`config.mk`:
```
export PLATFORM = sky130hd
export DESIGN_NAME = word_pattern_replace_stream_unit
export DESIGN_NICKNAME = d
export VERILOG_FILES = /design/src/hw/rtl/wprs_pkg.sv /design/src/hw/rtl/wprs_ctrl.sv /design/src/hw/rtl/wprs_datapath.sv /design/src/hw/rtl/word_pattern_replace_stream_unit.sv
export VERILOG_INCLUDE_DIRS = /design/src /design/src/hw/rtl
export SDC_FILE = /design/constraint.sdc
export NUM_CORES = 1
export LEC_CHECK = 0
export ABC_AREA = 0
export BUFFER_PORTS_ARGS = -buffer_cell sky130_fd_sc_hd__buf_2
export CORE_MARGIN = 4
export CORE_UTILIZATION = 40
export CTS_CLUSTER_SIZE = 40
export DETAILED_ROUTE_END_ITERATION = 6
export HOLD_SLACK_MARGIN = 0.03
export PLACE_DENSITY = 0.6
export SYNTH_ARGS = -nofsm -noshare
export SYNTH_HDL_FRONTEND = slang
export SYNTH_HIERARCHICAL = 1
export SYNTH_SLANG_ARGS = --single-unit
```
`constraint.sdc`:
```
create_clock -name clk -period 10.7 [get_ports clk]
set_input_delay 0 -clock clk [delete_from_list [all_inputs] [get_ports clk]]
set_output_delay 0 -clock clk [all_outputs]
set_load 0.1 [all_outputs]
```
`src/hw/rtl/word_pattern_replace_stream_unit_assert.svh`:
```
// ----------------------------------------------------------------------------
// word_pattern_replace_stream_unit_assert
// Assertion macros for the word pattern replace stream unit.
// Both macros sample on clk and are disabled while arst_n is low.
// ----------------------------------------------------------------------------
`ifndef WORD_PATTERN_REPLACE_STREAM_UNIT_ASSERT_SVH
`define WORD_PATTERN_REPLACE_STREAM_UNIT_ASSERT_SVH
`ifndef SYNTHESIS
`define WPRS_ASSERT_IMP(lbl, ante, cons) \
	lbl: assert property (@(posedge clk) disable iff (!arst_n) (ante) |-> (cons)) \
		else $error("wprs: same-cycle check failed");
`define WPRS_ASSERT_NXT(lbl, ante, cons) \
	lbl: assert property (@(posedge clk) disable iff (!arst_n) (ante) |=> (cons)) \
		else $error("wprs: next-cycle check failed");
`else
`define WPRS_ASSERT_IMP(lbl, ante, cons)
`define WPRS_ASSERT_NXT(lbl, ante, cons)
`endif
`endif

```
`src/hw/rtl/wprs_pkg.sv`:
```
// ----------------------------------------------------------------------------
// wprs_pkg
// Shared types, constants and helpers of the word pattern replace stream unit.
// ----------------------------------------------------------------------------
`default_nettype none

package wprs_pkg;

	localparam int MAX_PATTERN_DEF     = 8;
	localparam int MAX_REPLACEMENT_DEF = 8;
	localparam int LEN_W               = 4;
	localparam int CNT_TOTAL_W         = 24;
	localparam logic [CNT_TOTAL_W-1:0] COUNT_MAX = {CNT_TOTAL_W{1'b1}};
	localparam logic [7:0] SPACE_CHAR  = 8'h20;

	typedef enum logic [1:0] {
		REG_PATTERN_BYTES      = 2'd0,
		REG_PATTERN_LENGTH     = 2'd1,
		REG_REPLACEMENT_BYTES  = 2'd2,
		REG_REPLACEMENT_LENGTH = 2'd3
	} cfg_reg_t;

	typedef enum logic [2:0] {
		EMIT_NONE,
		EMIT_REPL,
		EMIT_HEAD,
		EMIT_SPACE,
		EMIT_MARKER
	} emit_t;

	typedef enum logic [2:0] {
		ST_IDLE,
		ST_DECIDE,
		ST_REPL,
		ST_HEAD,
		ST_FLUSH,
		ST_SPACE,
		ST_MARKER
	} state_t;

	typedef struct packed {
		logic  load;   // capture the input word
		logic  push;   // push captured byte into window and compare
		emit_t emit;   // result word to build this cycle
		logic  last;   // result is the last one for this input
		logic  done;   // result is the final one of the text
		logic  clear;  // end of text: clear totals and word state
	} ctl_cmd_t;

	typedef struct packed {
		logic ws;         // captured byte is whitespace
		logic text_end;   // captured byte ends the text
		logic in_word;    // currently inside a word
		logic hit;        // window plus new byte matches the pattern
		logic fits;       // window not yet full after the push
		logic pend_nz;    // window holds bytes
		logic repl_last;  // replacement index at its last byte
		logic out_free;   // output register can take a word
	} dp_status_t;

	function automatic logic is_ws(input logic [7:0] c);
		return (c == SPACE_CHAR) || ((c >= 8'd9) && (c <= 8'd13));
	endfunction

	function automatic logic [CNT_TOTAL_W-1:0] sat_add(
		input logic [CNT_TOTAL_W-1:0] a,
		input logic [LEN_W-1:0]       b
	);
		logic [CNT_TOTAL_W:0] s;
		s = {1'b0, a} + {{(CNT_TOTAL_W+1-LEN_W){1'b0}}, b};
		return s[CNT_TOTAL_W] ? COUNT_MAX : s[CNT_TOTAL_W-1:0];
	endfunction

endpackage

`default_nettype wire

```
`src/hw/rtl/wprs_ctrl.sv`:
```
// ----------------------------------------------------------------------------
// wprs_ctrl
// Sequencer: accepts a word, steps the datapath through compare and emission.
// ----------------------------------------------------------------------------
`default_nettype none

module wprs_ctrl (
	input  logic                 clk,
	input  logic                 arst_n,
	input  logic                 in_valid,
	output logic                 in_stall,
	input  wprs_pkg::dp_status_t status,
	output wprs_pkg::ctl_cmd_t   cmd
);
	import wprs_pkg::*;

	state_t state_q;
	state_t state_n;

	always_ff @(posedge clk or negedge arst_n) begin
		if (!arst_n) begin
			state_q <= ST_IDLE;
		end else begin
			state_q <= state_n;
		end
	end

	always_comb begin
		state_n   = state_q;
		cmd       = '0;
		cmd.emit  = EMIT_NONE;
		in_stall  = 1'b1;
		unique case (state_q)
			ST_IDLE: begin
				in_stall = 1'b0;
				if (in_valid) begin
					cmd.load = 1'b1;
					state_n  = ST_DECIDE;
				end
			end
			ST_DECIDE: begin
				if (!status.ws) begin
					cmd.push = 1'b1;
					priority if (status.hit) begin
						state_n = ST_REPL;
					end else if (!status.fits) begin
						state_n = ST_HEAD;
					end else if (status.text_end) begin
						state_n = ST_FLUSH;
					end else begin
						state_n = ST_IDLE;
					end
				end else begin
					priority if (status.in_word) begin
						state_n = ST_FLUSH;
					end else if (status.text_end) begin
						state_n = ST_MARKER;
					end else begin
						state_n = ST_IDLE;
					end
				end
			end
			ST_REPL: begin
				if (status.out_free) begin
					cmd.emit = EMIT_REPL;
					cmd.last = status.repl_last && !status.text_end;
					if (status.repl_last) begin
						state_n = status.text_end ? ST_FLUSH : ST_IDLE;
					end
				end
			end
			ST_HEAD: begin
				if (status.out_free) begin
					cmd.emit = EMIT_HEAD;
					cmd.last = !status.text_end;
					state_n  = status.text_end ? ST_FLUSH : ST_IDLE;
				end
			end
			ST_FLUSH: begin
				// drain leftover window bytes, then the word's space
				if (!status.pend_nz) begin
					state_n = ST_SPACE;
				end else if (status.out_free) begin
					cmd.emit = EMIT_HEAD;
				end
			end
			ST_SPACE: begin
				if (status.out_free) begin
					cmd.emit  = EMIT_SPACE;
					cmd.last  = 1'b1;
					cmd.done  = status.text_end;
					cmd.clear = status.text_end;
					state_n   = ST_IDLE;
				end
			end
			ST_MARKER: begin
				if (status.out_free) begin
					cmd.emit  = EMIT_MARKER;
					cmd.last  = 1'b1;
					cmd.done  = 1'b1;
					cmd.clear = 1'b1;
					state_n   = ST_IDLE;
				end
			end
			default: begin
				state_n = ST_IDLE;
			end
		endcase
	end

endmodule

`default_nettype wire

```
`src/hw/rtl/wprs_datapath.sv`:
```
// ----------------------------------------------------------------------------
// wprs_datapath
// Config registers, pending window, match compare, totals and output register.
// ----------------------------------------------------------------------------
`default_nettype none
`include "word_pattern_replace_stream_unit_assert.svh"

module wprs_datapath #(
	parameter int MAX_PATTERN     = wprs_pkg::MAX_PATTERN_DEF,
	parameter int MAX_REPLACEMENT = wprs_pkg::MAX_REPLACEMENT_DEF
) (
	input  logic                              clk,
	input  logic                              arst_n,
	input  logic                              cfg_valid,
	output logic                              cfg_ready,
	input  logic [1:0]                        cfg_index,
	input  logic [63:0]                       cfg_data,
	input  logic [7:0]                        in_char,
	input  logic                              text_end,
	output logic                              out_valid,
	input  logic                              out_stall,
	output logic [7:0]                        out_char,
	output logic                              char_valid,
	output logic                              run_end,
	output logic                              text_done,
	output logic [wprs_pkg::CNT_TOTAL_W-1:0]  words_replaced,
	output logic [wprs_pkg::CNT_TOTAL_W-1:0]  chars_changed,
	input  wprs_pkg::ctl_cmd_t                cmd,
	output wprs_pkg::dp_status_t              status
);
	import wprs_pkg::*;

	localparam int WIN    = (MAX_PATTERN < 8) ? MAX_PATTERN : 8;
	localparam int RCAP   = (MAX_REPLACEMENT < 8) ? MAX_REPLACEMENT : 8;
	localparam int CNT_W  = $clog2(WIN + 1);
	localparam int RIDX_W = (RCAP > 1) ? $clog2(RCAP) : 1;

	function automatic logic [LEN_W-1:0] clamp_len(
		input logic [LEN_W-1:0] v,
		input logic [LEN_W-1:0] cap
	);
		logic [LEN_W-1:0] r;
		r = (v == '0) ? LEN_W'(1) : v;
		return (r > cap) ? cap : r;
	endfunction

	// configuration
	logic [63:0]      pattern_q;
	logic [LEN_W-1:0] plen_q;
	logic [63:0]      repl_q;
	logic [LEN_W-1:0] rlen_q;

	// word state
	logic [7:0]             win_q [WIN];
	logic [CNT_W-1:0]       count_q;
	logic [LEN_W-1:0]       alen_q;
	logic                   inside_q;
	logic [RIDX_W-1:0]      ridx_q;
	logic [CNT_TOTAL_W-1:0] rep_q;
	logic [CNT_TOTAL_W-1:0] chg_q;
	logic [7:0]             char_q;
	logic                   end_q;

	// output register
	logic                   out_valid_q;
	logic [7:0]             out_char_q;
	logic                   char_valid_q;
	logic                   run_end_q;
	logic                   text_done_q;
	logic [CNT_TOTAL_W-1:0] words_q;
	logic [CNT_TOTAL_W-1:0] chars_q;

	logic [7:0]             win_nxt [WIN];
	logic [LEN_W-1:0]       al_eff;
	logic [LEN_W-1:0]       cnt_nxt;
	logic [LEN_W-1:0]       rl;
	logic                   hit;
	logic                   head_sub;
	logic [7:0]             head_char;
	logic                   out_free;
	logic [7:0]             emit_char;
	logic                   emit_valid;
	logic [CNT_TOTAL_W-1:0] chg_n;

	assign cfg_ready = 1'b1;

	always_comb begin
		al_eff  = (count_q == '0) ? clamp_len(plen_q, LEN_W'(WIN)) : alen_q;
		cnt_nxt = LEN_W'(count_q) + LEN_W'(1);
		rl      = clamp_len(rlen_q, LEN_W'(RCAP));
		for (int i = 0; i < WIN; i++) begin
			win_nxt[i] = (CNT_W'(i) == count_q) ? char_q : win_q[i];
		end
		hit = (cnt_nxt >= al_eff);
		for (int i = 0; i < WIN; i++) begin
			if ((LEN_W'(i) < al_eff) && (win_nxt[i] != pattern_q[8*i +: 8])) begin
				hit = 1'b0;
			end
		end
		head_sub  = (win_q[0] == pattern_q[7:0]);
		head_char = head_sub ? repl_q[7:0] : win_q[0];
		out_free  = !out_valid_q || !out_stall;
	end

	always_comb begin
		emit_char  = 8'h00;
		emit_valid = 1'b1;
		chg_n      = chg_q;
		unique case (cmd.emit)
			EMIT_REPL: begin
				emit_char = repl_q[ridx_q*8 +: 8];
			end
			EMIT_HEAD: begin
				emit_char = head_char;
				if (head_sub) begin
					chg_n = sat_add(chg_q, LEN_W'(1));
				end
			end
			EMIT_SPACE: begin
				emit_char = SPACE_CHAR;
			end
			EMIT_MARKER: begin
				emit_valid = 1'b0;
			end
			default: begin
				emit_valid = 1'b0;
			end
		endcase
	end

	always_comb begin
		status           = '0;
		status.ws        = is_ws(char_q);
		status.text_end  = end_q;
		status.in_word   = inside_q;
		status.hit       = hit;
		status.fits      = (cnt_nxt < al_eff);
		status.pend_nz   = (count_q != '0);
		status.repl_last = ((LEN_W'(ridx_q) + LEN_W'(1)) == rl);
		status.out_free  = out_free;
	end

	always_ff @(posedge clk or negedge arst_n) begin
		if (!arst_n) begin
			pattern_q   <= '0;
			plen_q      <= LEN_W'(1);
			repl_q      <= '0;
			rlen_q      <= LEN_W'(1);
			count_q     <= '0;
			alen_q      <= LEN_W'(1);
			inside_q    <= 1'b0;
			ridx_q      <= '0;
			rep_q       <= '0;
			chg_q       <= '0;
			end_q       <= 1'b0;
			out_valid_q <= 1'b0;
		end else begin
			if (cfg_valid) begin
				unique case (cfg_reg_t'(cfg_index))
					REG_PATTERN_BYTES:      pattern_q <= cfg_data;
					REG_PATTERN_LENGTH:     plen_q    <= cfg_data[LEN_W-1:0];
					REG_REPLACEMENT_BYTES:  repl_q    <= cfg_data;
					REG_REPLACEMENT_LENGTH: rlen_q    <= cfg_data[LEN_W-1:0];
					default: ;
				endcase
			end
			if (cmd.load) begin
				end_q <= text_end;
			end
			if (cmd.push) begin
				inside_q <= 1'b1;
				if (count_q == '0) begin
					alen_q <= al_eff;
				end
				if (hit) begin
					rep_q   <= sat_add(rep_q, LEN_W'(1));
					chg_q   <= sat_add(chg_q, al_eff);
					count_q <= '0;
					ridx_q  <= '0;
				end else begin
					count_q <= cnt_nxt[CNT_W-1:0];
				end
			end
			unique case (cmd.emit)
				EMIT_REPL:  ridx_q   <= ridx_q + RIDX_W'(1);
				EMIT_HEAD: begin
					count_q <= count_q - CNT_W'(1);
					chg_q   <= chg_n;
				end
				EMIT_SPACE: inside_q <= 1'b0;
				default: ;
			endcase
			// word state is already closed here: a space or a bare marker ends the text
			if (cmd.clear) begin
				rep_q    <= '0;
				chg_q    <= '0;
				count_q  <= '0;
			end
			if (cmd.emit != EMIT_NONE) begin
				out_valid_q <= 1'b1;
			end else if (!out_stall) begin
				out_valid_q <= 1'b0;
			end
		end
	end

	always_ff @(posedge clk) begin
		if (cmd.load) begin
			char_q <= in_char;
		end
		if (cmd.push) begin
			for (int i = 0; i < WIN; i++) begin
				win_q[i] <= win_nxt[i];
			end
		end else if (cmd.emit == EMIT_HEAD) begin
			for (int i = 0; i < WIN - 1; i++) begin
				win_q[i] <= win_q[i+1];
			end
		end
		if (cmd.emit != EMIT_NONE) begin
			out_char_q   <= emit_char;
			char_valid_q <= emit_valid;
			run_end_q    <= cmd.last;
			text_done_q  <= cmd.done;
			words_q      <= rep_q;
			chars_q      <= chg_n;
		end
	end

	assign out_valid      = out_valid_q;
	assign out_char       = out_char_q;
	assign char_valid     = char_valid_q;
	assign run_end        = run_end_q;
	assign text_done      = text_done_q;
	assign words_replaced = words_q;
	assign chars_changed  = chars_q;

	`WPRS_ASSERT_IMP(a_count_bound, 1'b1, LEN_W'(count_q) <= LEN_W'(WIN))
	`WPRS_ASSERT_IMP(a_emit_free, cmd.emit != EMIT_NONE, out_free)
	`WPRS_ASSERT_IMP(a_done_last, out_valid_q && text_done_q, run_end_q)
	`WPRS_ASSERT_NXT(a_clear_totals, cmd.clear, rep_q == '0 && chg_q == '0 && !inside_q)

endmodule

`default_nettype wire

```
`src/hw/rtl/word_pattern_replace_stream_unit.sv`:
```
// ----------------------------------------------------------------------------
// word_pattern_replace_stream_unit
// Per-word streaming find/replace over a byte stream with collapsed spacing.
// ----------------------------------------------------------------------------
// Channel  Dir  Handshake           Payload
// in       in   in_valid/in_stall   in_char, text_end
// out      out  out_valid/out_stall out_char, char_valid, run_end, text_done,
//                                   words_replaced, chars_changed
// cfg      in   cfg_valid/cfg_ready cfg_index, cfg_data
//
// One word in flight: the sequencer accepts a word, compares it, then moves
// each result word through the output register (up to nine).
// A word end passes an empty-window check between the window drain and the space.
// Downstream stall holds the sequencer in its emit state.
// Reset clears config to pattern/replacement length 1, totals and word counters.
// ----------------------------------------------------------------------------
`default_nettype none

module word_pattern_replace_stream_unit #(
	parameter int MAX_PATTERN     = wprs_pkg::MAX_PATTERN_DEF,
	parameter int MAX_REPLACEMENT = wprs_pkg::MAX_REPLACEMENT_DEF
) (
	input  logic                              clk,
	input  logic                              arst_n,
	input  logic                              cfg_valid,
	output logic                              cfg_ready,
	input  logic [1:0]                        cfg_index,
	input  logic [63:0]                       cfg_data,
	input  logic                              in_valid,
	output logic                              in_stall,
	input  logic [7:0]                        in_char,
	input  logic                              text_end,
	output logic                              out_valid,
	input  logic                              out_stall,
	output logic [7:0]                        out_char,
	output logic                              char_valid,
	output logic                              run_end,
	output logic                              text_done,
	output logic [wprs_pkg::CNT_TOTAL_W-1:0]  words_replaced,
	output logic [wprs_pkg::CNT_TOTAL_W-1:0]  chars_changed
);
	import wprs_pkg::*;

	ctl_cmd_t   cmd;
	dp_status_t status;

	wprs_ctrl u_ctrl (
		.clk      (clk),
		.arst_n   (arst_n),
		.in_valid (in_valid),
		.in_stall (in_stall),
		.status   (status),
		.cmd      (cmd)
	);

	wprs_datapath #(
		.MAX_PATTERN     (MAX_PATTERN),
		.MAX_REPLACEMENT (MAX_REPLACEMENT)
	) u_datapath (
		.clk            (clk),
		.arst_n         (arst_n),
		.cfg_valid      (cfg_valid),
		.cfg_ready      (cfg_ready),
		.cfg_index      (cfg_index),
		.cfg_data       (cfg_data),
		.in_char        (in_char),
		.text_end       (text_end),
		.out_valid      (out_valid),
		.out_stall      (out_stall),
		.out_char       (out_char),
		.char_valid     (char_valid),
		.run_end        (run_end),
		.text_done      (text_done),
		.words_replaced (words_replaced),
		.chars_changed  (chars_changed),
		.cmd            (cmd),
		.status         (status)
	);

endmodule

`default_nettype wire
```
* After elaboration in Yosys (flattened, before gate mapping)
Memory sizes are Yosys's and may differ from the RTL's. Index checks and enable logic that the tools add are counted. Widths: inputs -> output; s select.
Storage, ports and cells: register bits 268, latch bits 0, memory bits (writable) 64, memory bits (read-only) 0, bits of input ports 80, output and inout port bits 62, memories kept 1
Memories:
- u_datapath.win_q | words 8, width 8, read ports 8, clocked after memory_dff 0, wr ports 8, RTL line wprs_datapath.sv:54 | logic [7:0] win_q [WIN];
Cells by class: add/sub/neg operators 7, multipliers 0, divide/modulo/power cells 0, order comparisons 14, eq/ne operators 37, shifts and indexed selects 1, mux-type cells 86, bitwise logic cells 7, reduce and logical (&&, ||, !) cells 40
Operator list (count):
- $mux 24 | 12
- $mux 8 | 16
- $ne 8x8->1 | 8
- $shiftx 64x7->8 | 1
- $add 24x1->25 const B | 2
- $mux 3 | 16
- $mux 4 | 9
- $add 24x4->25 | 1
- $pmux 8 s3 | 1
- $mux 1 | 23
- $pmux 3 s6 | 1
- $eq 3x4->1 const A | 4
- $lt 3x4->1 const A | 4
- $reduce_and 2->1 | 8
- $pmux 3 s5 | 1
- $eq 3x2->1 const B | 4
- $logic_not 4->1 | 3
- $logic_and 1x1->1 | 10
- $ne 2x1->1 const B | 5
- $reduce_bool 2->1 | 5
- $eq 3x3->1 const B | 3
- $reduce_bool 3->1 | 3
- $eq 2x4->1 const A | 2
- $eq 8x6->1 const B | 1
- 32 further kinds | 49

* Longest topological paths before layout
Gate-level depths: netlist of run 1.
word-level depth 19, depth in mapped cells 21

* Hierarchy
The synthesis of run 1 kept the hierarchy.
By module, submodules not included:
- wprs_datapath | times used 1, cells each 1562, area each 17164.0 µm², seq. area each 8892.3 µm²
- wprs_ctrl | times used 1, cells each 52, area each 401.6 µm², seq. area each 75.1 µm²

* Worst setup path after synthesis of run 1
Ideal clock, no wire load.
path kind flip-flop to flip-flop, start register u_datapath.char_q[5], end memory u_datapath.win_q[0][0], enable pin, setup time 0.646 ns, arrival time 3.730 ns, slack 6.324 ns, stages on the path, launching flop included 10, path through edfxtp_1 -> clkbuf_1 -> clkbuf_1 -> or4b_2 -> o21a_1 -> o32a_1 -> nor4_1 -> nor2_1 -> clkbuf_1 -> nand2b_1
RTL lines:
- from (decl) | RTL line wprs_datapath.sv:61 | logic [7:0] char_q;
- from (signal assigned) | RTL line wprs_datapath.sv:209 | char_q <= in_char;
- to (decl) | RTL line wprs_datapath.sv:54

==> impl_summary.md, run 1 <==
Flow run
The tool flagged a number of max-cap violations equal to 0.

Clock network
Post-CTS repair changed the size of 0 cells. The clock tree from TritonCTS is yes. The number of sinks driven by the clock tree is 332. The clock latency at the later pin of the worst-skew pair is 0.54 ns.

The worst-case clock buffer depth is 3. The H-tree was split into 2 levels. The clock transition at the registers of the reported paths is 0.06 ns. The tree is rooted in a clkbuf_16. Buffers inserted to repair hold after CTS numbered 83. The number of buffers inserted by post-CTS setup repair is 0. Buffers inserted during clock tree synthesis total 37.

STA
Setup violations remaining at the end of the flow were counted as 0. The top achievable clock speed is 167 MHz. Summed over all failing endpoints, the final setup total negative slack is 0 ns. The max-slew violation total from the final report is 0. Headroom to the max-slew limit came out at 12.8%.

The actual slew at the worst max-slew pin is 1.30 ns. The final period demand of the worst path is 6.00 ns. Setup repair after global routing left no endpoint under its margin. The worst path uses 56.0% of the clock period. The post-route clock skew is 0.0187 ns. The count of final hold-check violations is 0.

Yosys
Of the synthesized area, sequential elements account for 51.1%. The number of synthesized register bits is 332. The top cell type by area accounts for 28.2% of the synthesized area. Summed over all instances, the cell type with the most area after synthesis is dfrtp_1. The synthesized area divided by synthesized cell count is 10.9 um^2. After technology mapping, the gate count stands at 1614. The Yosys warning count is 6. The flip-flop cell with the highest count after synthesis is dfrtp_1.

The number of different library cells used by synthesis comes to 88. In this run, synthesis inferred 131 flip-flops with an integrated enable. The proportion of synthesized flip-flops having asynchronous set or reset is 60.5%. The most common cell in the netlist is dfrtp_1. By area the synthesized netlist is led by dfrtp_1, edfxtp_1, mux2_2. The mapped cell area is 17600 um^2.

Ranked by instance count, the synthesized netlist is headed by dfrtp_1, edfxtp_1, nand2_1. The number of nets in the synthesized netlist is 1710.

Drt
The number of vias per cell after detailed routing is 5.70. The detailed router finished its first iteration with 1093 violations. After detailed routing, the total wire length is 50800 um. The post-detailed-route DRC marker count is 0. The number of detailed-routing iterations run before antenna repair is 6. The routed length per placed instance is 21.2 um. The number of antenna-violating nets in the routed design is 0.

The total number of vias is 13700.

Min path
The tightest min-delay check is of the in2reg type.

Global routing
For this run the aggregate overflow at the end of global routing stands at 0. In the global route stage, overall resource usage came out at 20.9%. The number of antenna violations at the first check in global routing is 2. The global-route wire length before repair is 78100 um. The number of global-route vias before repair came to 13400.

Entering global routing, the biggest net connects 84 pins.

Setup path
Data on the critical path is required at its endpoint by 11.05 ns. The delay of the slowest critical-path stage is 1.03 ns. For the worst setup path, the data arrival time is 6.35 ns. The largest individual stage delay along the critical path comes from the cell nor2_1. The worst setup path is launched from a register. The type of destination of the critical path is a register. Of all nets on the critical path, the largest fanout is 33. The critical path is of the reg2reg type. The critical path goes through inv_1 > ha_1 > nor3b_2 > inv_2 > o21ai_0 > inv_1 > ha_1 > nor2b_1 > o21a_1 > o21ai_0 > a31oi_1 > a31oi_1 > a311oi_1 > and4_1 > buf_4 > nor2_1 > o32ai_1.

Finish
The fraction of final layout cells with drive strength greater than 1 is 21.1%. The number of nets in the finished design is 1884. The fraction of the core area covered by cells at the end of the flow is 47.9%. 0 antenna diodes ended up in the layout. The area growth from synthesis to layout is 17.9%.

Power
The peak supply drop is 0.266 mV. Power spread over the standard cell area amounts to 326 nW/um^2. The overall power after layout is 6740 uW. The leakage power summed over all cells is 0.00835 uW.

Floorplan
The floorplan die width is 218 um. The count of pins on the block boundary is 142. The core region is 43300 um^2. The vertical die dimension is 218 um. The floorplan step defined a die boundary enclosing 47300 um^2. Once the floorplan was initialized, standard cells occupied 40.6% of the core. After floorplanning, the core was divided into 76 placement rows.

Place
The congestion estimate from routability-driven global placement came to 0.915. The HPWL after detailed placement is 34800 um. The number of input and output port buffers inserted is 140.

Run status
The flow ran to the end, and the final reports show no timing, DRC or antenna violations.
power by group:
part	internal [uW]	total [uW]	switching, uW
Combinational	952	3080	2130
Clock	724	1240	517
Sequential	1970	2420	453
Total	3640	6740	3100
worst paths after layout:
path                                        from                           end  slack (ns)  depth (start not counted)
setup / recovery           u_datapath/count_q[0]          u_datapath/chg_q[23]        4.70                         17
hold / removal                        in_char[6]          u_datapath/char_q[6]        0.21                          2
setup reg to reg           u_datapath/count_q[0]          u_datapath/chg_q[23]        4.70                         17
hold reg to reg              u_datapath/rep_q[7]  u_datapath/words_replaced[7]        0.47                          0
max in group asynchronous                 arst_n           u_datapath/rep_q[2]        8.60                          4
min in group asynchronous                 arst_n          u_datapath/repl_q[7]        0.54                          3
placed cells by master (no fill, tap or decap), types with 20 or more instances in the layout:
| cell type | n |
|---|---|
| inv_1 | 67 |
| dfrtp_1 | 198 |
| buf_2 | 139 |
| o22ai_1 | 34 |
| nor2_1 | 113 |
| mux2_2 | 125 |
| edfxtp_1 | 131 |
| a31oi_1 | 24 |
| buf_4 | 21 |
| a21oi_1 | 115 |
| a211oi_1 | 20 |
| mux2i_1 | 60 |
| xnor2_1 | 21 |
| nor3_1 | 22 |
| dlygate4sd3_1 | 83 |
| o21ai_0 | 74 |
| nand2_1 | 126 |
| xor2_1 | 51 |
| and3_1 | 23 |
| clkbuf_16 | 39 |
| nand3_1 | 35 |
flip-flops by register name, summed over array words and instances (netlist names), 8 cells and up:
| register | count |
|---|---|
| u_datapath/pattern_q | 64 |
| u_datapath/repl_q | 64 |
| u_datapath/win_q | 64 |
| u_datapath/chars_changed | 24 |
| u_datapath/chg_q | 24 |
| u_datapath/rep_q | 24 |
| u_datapath/words_replaced | 24 |
| u_datapath/char_q | 8 |
| u_datapath/out_char | 8 |
cell families (layout without fill, tap and decap cells):
group | after synthesis | count (layout) | synth area share, %
simple gates | 419 | 419 | 11.6
mux | 202 | 202 | 13.5
fa+ha+maj | 16 | 16 | 1.18
flops | 332 | 332 | 51.1
buf+inv | 177 | 379 | 4.27
xor+xnor | 72 | 72 | 3.59
other cells | 1 | 1 | 0.0213
compound gates | 395 | 395 | 14.7
critical path: cells and delay by family (launching register included):
| kind | cells | cell delay [ns] |
|---|---|---|
| AND/OR/NAND/NOR | 4 | 2.15 |
| AO/OA/AOI/OAI | 7 | 1.73 |
| buffers and inverters | 4 | 0.84 |
| adder cells (fa/ha/maj) | 2 | 0.60 |
| flip-flops | 1 | 0.48 |
through the flow:
stage	cells	hold WS [ns]	worst slack, ns	cell area [um^2]
global placement	2251	0.0118	5.11	18700
global route	2401	0.191	4.15	20700
CTS	2401	0.191	4.82	20700
detailed placement	2251	0.0117	4.83	18700
finish	2401	0.206	4.70	20700
floorplan	1614	-0.296	6.32	17600
cell type report:
class | instances | area [um^2]
Clock buffer | 58 | 1090
Clock inverter | 9 | 81.3
Fill cell | 3939 | 22600
Inverter | 68 | 255
Multi-Input combinational cell | 1105 | 7880
Sequential cell | 332 | 8970
Tap cell | 585 | 732
Timing Repair Buffer | 244 | 1700
per-layer routing:
metal | vias up | wire length (um) | GRT usage (%) | share of wire (%)
met5 | - | 27 | 0 | 0.053
met4 | 4 | 1700 | 7.10 | 3.3
met3 | 105 | 3160 | 3.50 | 6.2
met2 | 487 | 24500 | 35.3 | 48
met1 | 6761 | 21400 | 27.6 | 42
li1 | 6327 | - | - | -
Power figures use the tool's default switching activity.
==> run 2: changes to the inputs <==
--- a/config.mk
+++ b/config.mk
@@ -6,7 +6,7 @@
 export SDC_FILE = /design/constraint.sdc
 export NUM_CORES = 1
 export LEC_CHECK = 0
-export ABC_AREA = 0
+export ABC_AREA = 1
 export BUFFER_PORTS_ARGS = -buffer_cell sky130_fd_sc_hd__buf_2
 export CORE_MARGIN = 4
 export CORE_UTILIZATION = 40
==> constraint.sdc (replaced) <==
create_clock -name clk -period 6.1 [get_ports clk]
set_input_delay 0 -clock clk [delete_from_list [all_inputs] [get_ports clk]]
set_output_delay 0 -clock clk [all_outputs]
set_load 0.1 [all_outputs]
==> impl_summary.md, run 2 <==
Drt
The routed length per placed instance is 18.5 um (-13%). The violation count after the first detailed-route iteration is 1633 (+49%). The number of antenna-violating nets in the routed design came to 0 (unchanged). The number of detailed-routing iterations run before antenna repair came to 5 (-1).

The post-detailed-route DRC marker count is 0 (unchanged). The total number of vias was 17500 (+28%). The number of vias per cell after detailed routing is 5.37 (-5.9%).

The wire length after detailed routing is 60100 um (+18%).

Place
The placer congestion estimate was 0.932 (+1.9%). The total placed cells including tap cells is 3102 (+38%). The post-detailed-placement cell area is 19900 um^2 (+6.4%). The HPWL after detailed placement is 42000 um (+21%).

The number of input and output port buffers inserted was 140 (unchanged).

Setup path
The critical path data arrival time is 5.35 ns (-1.00 ns). The number of cells on the worst reg-to-reg path is 20 (+3). The critical path is of the reg2reg type. The critical path goes through inv_1 > ha_1 > nand2_2 > inv_2 > nand3_1 > o21ai_1 > inv_1 > ha_1 > inv_1 > nor2_1 > o21ai_0 > nand2_1 > a31oi_1 > a21oi_1 > nand2_1 > nor2_2 > nand3_2 > inv_2 > nand3_1 > nand2_1. The worst setup path is captured at a register. The delay of the slowest critical-path stage is 0.67 ns (-0.36 ns). The data required time at the worst endpoint is 6.57 ns (-4.48 ns). The largest fanout of any net on the critical path came to 33 (unchanged). The cell with the largest stage delay on the worst path is inv_2. STA classifies the critical path startpoint as a register.

Global routing
The number of global-route vias before repair is 16700 (+25%). The remaining global-route overflow is 0 (unchanged). The maximum number of pins on one net before global-route repair is 129 (+54%). The overall routing resource usage is 23.2% (+2.3 points). The number of antenna violations at the first check in global routing was 1 (-1). The global-route wire length before repair came to 93300 um (+20%).

Yosys
In the synthesized netlist, the cells that appear most often are nand2_1, inv_1, o21ai_0. The mapped cell area came to 18800 um^2 (+6.8%). The cell type with the highest aggregate area in the netlist is dfrtp_1. The number of library cell types mapped by synthesis is 48 (-45%).

The number of nets in the synthesized netlist came to 2553 (+49%). The sequential share of the synthesized area is 47.8% (-3.3 points). The number of synthesized register bits is 332 (unchanged).

The number of synthesized flops with an enable pin is 131 (unchanged). The synthesized area divided by synthesized cell count is 7.64 um^2 (-30%). The proportion of synthesized flip-flops having asynchronous set or reset is 60.5% (unchanged).

Sorting the synthesized cells by area gives the leading types as dfrtp_1, edfxtp_1, nand2_1. The most common cell in the netlist is nand2_1. The Yosys warning count is 6 (unchanged). The share of the synthesized area in the top cell type is 26.4% (-1.8 points).

The synthesized netlist cell count is 2457 (+52%). For this run, the leading register cell type out of synthesis is dfrtp_1.

Clock network
The maximum level of the CTS H-tree was 2 (unchanged). The number of gates resized after cts was 0 (unchanged). The clock latency at the later pin of the worst-skew pair is 0.56 ns (+0.02 ns). The number of buffers inserted by post-CTS setup repair came to 0 (unchanged). The count of hold buffers inserted by post-cts repair was 79 (-4.8%). The number of sinks driven by the clock tree was 332 (unchanged). In this run the clock root is driven by a clkbuf_16.

The clock transition at the registers of the reported paths is 0.06 ns (about the same). The worst-case clock buffer depth is 3 (unchanged). The number of buffers created by CTS is 40 (+8.1%).

TritonCTS built the clock tree.

STA
The post-route clock skew came to 0.0274 ns (+0.00863 ns). The final period demand of the worst path came to 4.88 ns (-1.12 ns). The actual slew at the worst max-slew pin was 1.30 ns (-0.00153 ns). Setup repair after global routing left no endpoint under its margin.

The max-slew violation total from the final report is 0 (unchanged). The count of final hold-check violations is 0 (unchanged). The post-route fraction of the period consumed by the critical path was 79.9% (+24 points). The top achievable clock speed was 205 MHz (+23%). The final setup TNS is 0 ns (unchanged). The count of final setup violators came to 0 (unchanged). The worst slew margin relative to its limit is 12.9% (+0.10 points).

Finish
The final non-filler cell total is 3255 (+36%). The number of diodes is 0 (unchanged). The fraction of final layout cells with drive strength greater than 1 was 10.3% (-11 points).

The finished layout cell area came to 22000 um^2 (+6.5%). The leading cell type in the layout, fill and taps excluded is nand2_1. In the final layout, the registers with the most flip-flops are u_datapath/pattern_q: 64 flops, u_datapath/repl_q: 64 flops, u_datapath/win_q: 64 flops. The layout-stage area growth over the synthesis result is 17.5%. The library cells used most frequently in the layout, excluding fill and tap cells, are nand2_1, inv_1, o21ai_0, nand3_1, dfrtp_1. The number of nets in the finished design is 2712 (+44%). The layout filler cell count is 4573 (+16%).

Power
The peak supply drop was 0.624 mV (+130%). The cell area power density was 570 nW/um^2 (+75%). The leakage power summed over all cells was 0.0106 uW (+27%).

Min path
The type of the most critical hold path is in2async.

Run status
The flow ran to the end, and the final reports show no timing, DRC or antenna violations.

Floorplan
The vertical die dimension is 225 um (+3.2%). The standard-cell row count is 79 (+3.9%). The effective utilization at floorplan came to 40.4% (-0.21 points). The floorplan die width is 225 um (+3.2%). The count of pins on the block boundary is 142 (unchanged). The core region area is 46500 um^2 (+7.4%).

The die area came to 50400 um^2 (+6.6%).

Flow run
The count of maximum capacitance violations is 0 (unchanged).
run 2: changes by cell type in the layout (fill, tap and decap cells not counted), moves of 20 or more:
| cell | delta |
|---|---|
| nand3_1 | +213 |
| mux2i_1 | -51 |
| nand4_1 | +39 |
| xor2_1 | -21 |
| mux2_2 | -124 |
| o22ai_1 | -28 |
| a31oi_1 | -20 |
| nor2_1 | +31 |
| inv_1 | +213 |
| a21oi_1 | -27 |
| nand2_1 | +581 |
| o21ai_0 | +193 |
| and3_1 | -22 |
run 2: routing by layer:
| metal | up-vias | track usage (%) | routed length, um |
|---|---|---|---|
| met5 | - | 0 | 0 |
| met4 | 0 | 7.94 | 2050 |
| met3 | 117 | 2.94 | 3420 |
| met2 | 593 | 39.3 | 28900 |
| met1 | 8342 | 31.1 | 25700 |
| li1 | 8413 | - | - |
run 2: where the power goes:
part	total, uW	switching, uW	internal (uW)
sequential	3940	561	3380
combinational	6170	4700	1470
clock	2450	983	1470
total	12600	6240	6330
run 2: logic make-up (layout without fill, tap and decap cells):
| kind of cell | after synthesis | in the layout | synth area share (%) |
|---|---|---|---|
| adder cells (fa/ha/maj) | 16 | 16 | 1.11 |
| AND/OR/NAND/NOR | 1231 | 1231 | 28.3 |
| buffers and inverters | 418 | 609 | 8.76 |
| other | 1 | 1 | 0.0200 |
| XOR/XNOR | 39 | 39 | 1.82 |
| flip-flops | 332 | 332 | 47.8 |
| AO/OA/AOI/OAI | 410 | 410 | 11.7 |
| multiplexers | 10 | 10 | 0.540 |
run 2: through the flow:
step | total power [uW] | util [%] | hold slack, ns | setup WS, ns
floorplan | 8530 | - | -0.296 | 1.75
global placement | 9960 | 42.8 | 0.0923 | 1.53
detailed placement | 10100 | 42.8 | 0.0917 | 1.30
CTS | 12600 | 47.5 | 0.0561 | 1.27
global route | 13400 | 47.5 | 0.0741 | 0.692
finish | 12600 | 47.5 | 0.0247 | 1.22
run 2: critical path, delay by kind of cell (launching register included):
kind	cells	cell delay, ns
AND/OR/NAND/NOR	9	1.64
buffers and inverters	5	1.23
adder cells (fa/ha/maj)	2	0.89
AO/OA/AOI/OAI	4	0.57
flip-flops	1	0.43
run 2: final timing paths:
kind / start / to / slack (ns)
max: u_datapath/count_q[0] / u_datapath/rep_q[4] / 1.22
max reg2reg: u_datapath/count_q[0] / u_datapath/rep_q[4] / 1.22
min: arst_n / u_datapath/out_valid / 0.02
min reg2reg: u_datapath/repl_q[51] / u_datapath/repl_q[51] / 0.48
min in group clk: in_char[0] / u_datapath/char_q[0] / 0.14
max in group asynchronous: arst_n / u_datapath/pattern_q[51] / 4.65
run 2: final cells by class:
class | count | area, um^2 | share of cell area, %
sequential | 332 | 8970 | 40.7
inverter | 294 | 1100 | 5.01
timing repair buffer | 241 | 1680 | 7.61
multi-input combinational | 1707 | 8190 | 37.1
clock inverter | 22 | 231 | 1.05
clock buffer | 52 | 1120 | 5.07
tap | 607 | 759 | 3.45
==> run 3: changes to the inputs <==
==> constraint.sdc (replaced) <==
create_clock -name clk -period 5 [get_ports clk]
set_input_delay 0 -clock clk [delete_from_list [all_inputs] [get_ports clk]]
set_output_delay 0 -clock clk [all_outputs]
set_load 0.1 [all_outputs]
==> impl_summary.md, run 3 (synthesis results as in run 2) <==
Power
The cell area power density is 697 nW/um^2 (+22%). The leakage power summed over all cells came to 0.0107 uW (+0.80%). The peak supply drop is 0.681 mV (+9.2%).

Place
The number of input and output port buffers inserted is 140 (unchanged). The placer congestion estimate is 0.915 (-1.9%). The HPWL after detailed placement is 41700 um (-0.60%).

The total placed cells including tap cells is 3108 (+0.19%).

Drt
The post-detailed-route DRC marker count is 11 (+11). The number of detailed-routing iterations run before antenna repair was 7 (+2). The violation count after the first detailed-route iteration is 1685 (+3.2%). The routed length per placed instance came to 18.5 um (+0.13%). The number of antenna-violating nets in the routed design came to 0 (unchanged).

The total number of vias is 17600 (+0.78%). The number of vias per cell after detailed routing is 5.39 (+0.50%). The wire length after detailed routing is 60300 um (+0.40%).

Setup path
The type of destination of the critical path is a register. The data required time at the worst endpoint was 5.49 ns (-1.08 ns). The critical path data arrival time is 4.96 ns (-0.39 ns). The type of the worst setup path is reg2reg. The largest fanout of any net on the critical path is 24 (-27%). The kind of launch point of the worst setup path is a register.

Min path
The type of the most critical hold path is in2reg.

Finish
The fraction of final layout cells with drive strength greater than 1 is 10.4% (+0.12 points). In the layout the commonest cells are nand2_1, inv_1, o21ai_0, nand3_1, dfrtp_1. Leaving out fill and tap cells, the most frequent cell in the layout is nand2_1. Relative to the synthesized area, the layout overhead comes to 18.5%. The number of diodes is 0 (unchanged).

The number of nets in the finished design is 2721 (+0.33%). The final non-filler cell total came to 3264 (+0.28%). The largest registers in the layout are u_datapath/pattern_q: 64 flops, u_datapath/repl_q: 64 flops, u_datapath/win_q: 64 flops.

STA
The post-route clock skew is 0.0222 ns (-0.00517 ns). The post-route fraction of the period consumed by the critical path is 89.4% (+9.5 points). The count of final hold-check violations was 0 (unchanged).

The top achievable clock speed is 224 MHz (+9.0%). The max-slew violation total from the final report is 0 (unchanged). The final period demand of the worst path is 4.47 ns (-0.404 ns). Setup repair after global routing left no endpoint under its margin. The worst slew margin relative to its limit is 15.9% (+3.0 points). The actual slew at the worst max-slew pin is 1.26 ns (-0.0405 ns). The count of final setup violators is 0 (unchanged).

The final setup TNS came to 0 ns (unchanged).

Flow run
The count of maximum capacitance violations is 0 (unchanged).

Clock network
The number of gates resized after cts is 0 (unchanged). The maximum level of the CTS H-tree is 2 (unchanged). The number of sinks driven by the clock tree came to 332 (unchanged).

The worst-case clock buffer depth is 3 (unchanged). The cell sitting at the root of the clock tree is a clkbuf_16. The clock transition at the registers of the reported paths is 0.06 ns (about the same). The clock latency at the later pin of the worst-skew pair is 0.57 ns (about the same). TritonCTS built the clock tree. The number of buffers created by CTS came to 41 (+2.5%).

Global routing
The remaining global-route overflow is 0 (unchanged). The number of antenna violations at the first check in global routing is 0 (-1). The maximum number of pins on one net before global-route repair came to 158 (+22%).

The number of global-route vias before repair is 17100 (+2.3%). The overall routing resource usage is 23.5% (+0.26 points). The global-route wire length before repair came to 94500 um (+1.3%).

Floorplan
The count of pins on the block boundary is 142 (unchanged). The effective utilization at floorplan was 40.4% (unchanged). The floorplan die width is 225 um (unchanged).

The die area came to 50400 um^2 (unchanged). The standard-cell row count is 79 (unchanged). The core region area was 46500 um^2 (unchanged). The vertical die dimension is 225 um (unchanged).

Run status
The final reports fail on design-rule violations. The flow ran to the end, but the final reports show violations.
-- run 3: metal layers --
metal	GRT usage, %	share of wire (%)	vias to the layer above
li1	-	-	8438
met1	31.2	42	8335
met2	39.1	48	702
met3	3.45	6.4	126
met4	9.19	3.8	0
met5	0	0	-
-- run 3: path summary, 6_finish.rpt --
kind,end,slack [ns],depth (start not counted),from
max,u_datapath/rep_q[13],0.53,20,u_datapath/count_q[0]
max in group asynchronous,u_datapath/pattern_q[11],3.51,4,arst_n
min reg2reg,u_datapath/repl_q[48],0.48,2,u_datapath/repl_q[48]
max reg2reg,u_datapath/rep_q[13],0.53,20,u_datapath/count_q[0]
min,u_datapath/char_q[7],0.15,2,in_char[7]
min in group asynchronous,u_datapath/out_valid,0.54,4,arst_n
-- run 3: worst max-delay path, stage by stage (launching register included) --
cell and delay, ns:
dfrtp_1 0.43, inv_1 0.16, ha_1 0.55, nand2_2 0.36, inv_2 0.20, nand3_1 0.09
o21ai_1 0.32, inv_1 0.14, ha_1 0.33, inv_1 0.04, nor2_1 0.06, o21ai_0 0.08
nand2_1 0.09, a31oi_1 0.04, a21oi_1 0.12, nand2_1 0.07, nor2_2 0.12, nand3_2 0.40
inv_2 0.54, nand3_1 0.15, nand2_1 0.09
-- run 3: area by class of cell --
cell class	count	area [um^2]
clock buffer	62	1280
clock inverter	13	144
fill	4573	24200
inverter	294	1100
multi-input combinational	1707	8190
sequential	332	8970
tap	607	759
timing repair buffer	249	1790
-- run 3: power breakdown --
group	switching (uW)	total (uW)	leakage (uW)	internal [uW]
clock network	1180	3100	0.000703	1920
logic	5730	7570	0.00614	1840
registers	704	4830	0.00382	4130
-- run 3: through the flow --
step / cell area, um^2 / worst slack, ns / util (%) / hold WS [ns] / power, uW
global route: 22200 / 0.126 / 47.8 / 0.138 / 16500
floorplan: 18800 / 0.647 / - / -0.296 / 10400
global placement: 20000 / 0.840 / 43.0 / -0.0378 / 12200
finish: 22200 / 0.528 / 47.8 / 0.149 / 15500
CTS: 22200 / 0.572 / 47.8 / 0.122 / 15500
detailed placement: 20000 / 0.599 / 43.0 / -0.0347 / 12300
-- run 3: repair_timing --
item,4_1_cts,5_1_grt
setup endpoints to repair,0,0
buffers inserted,0,0
endpoints found under the hold margin,202,0
hold buffers,81,0
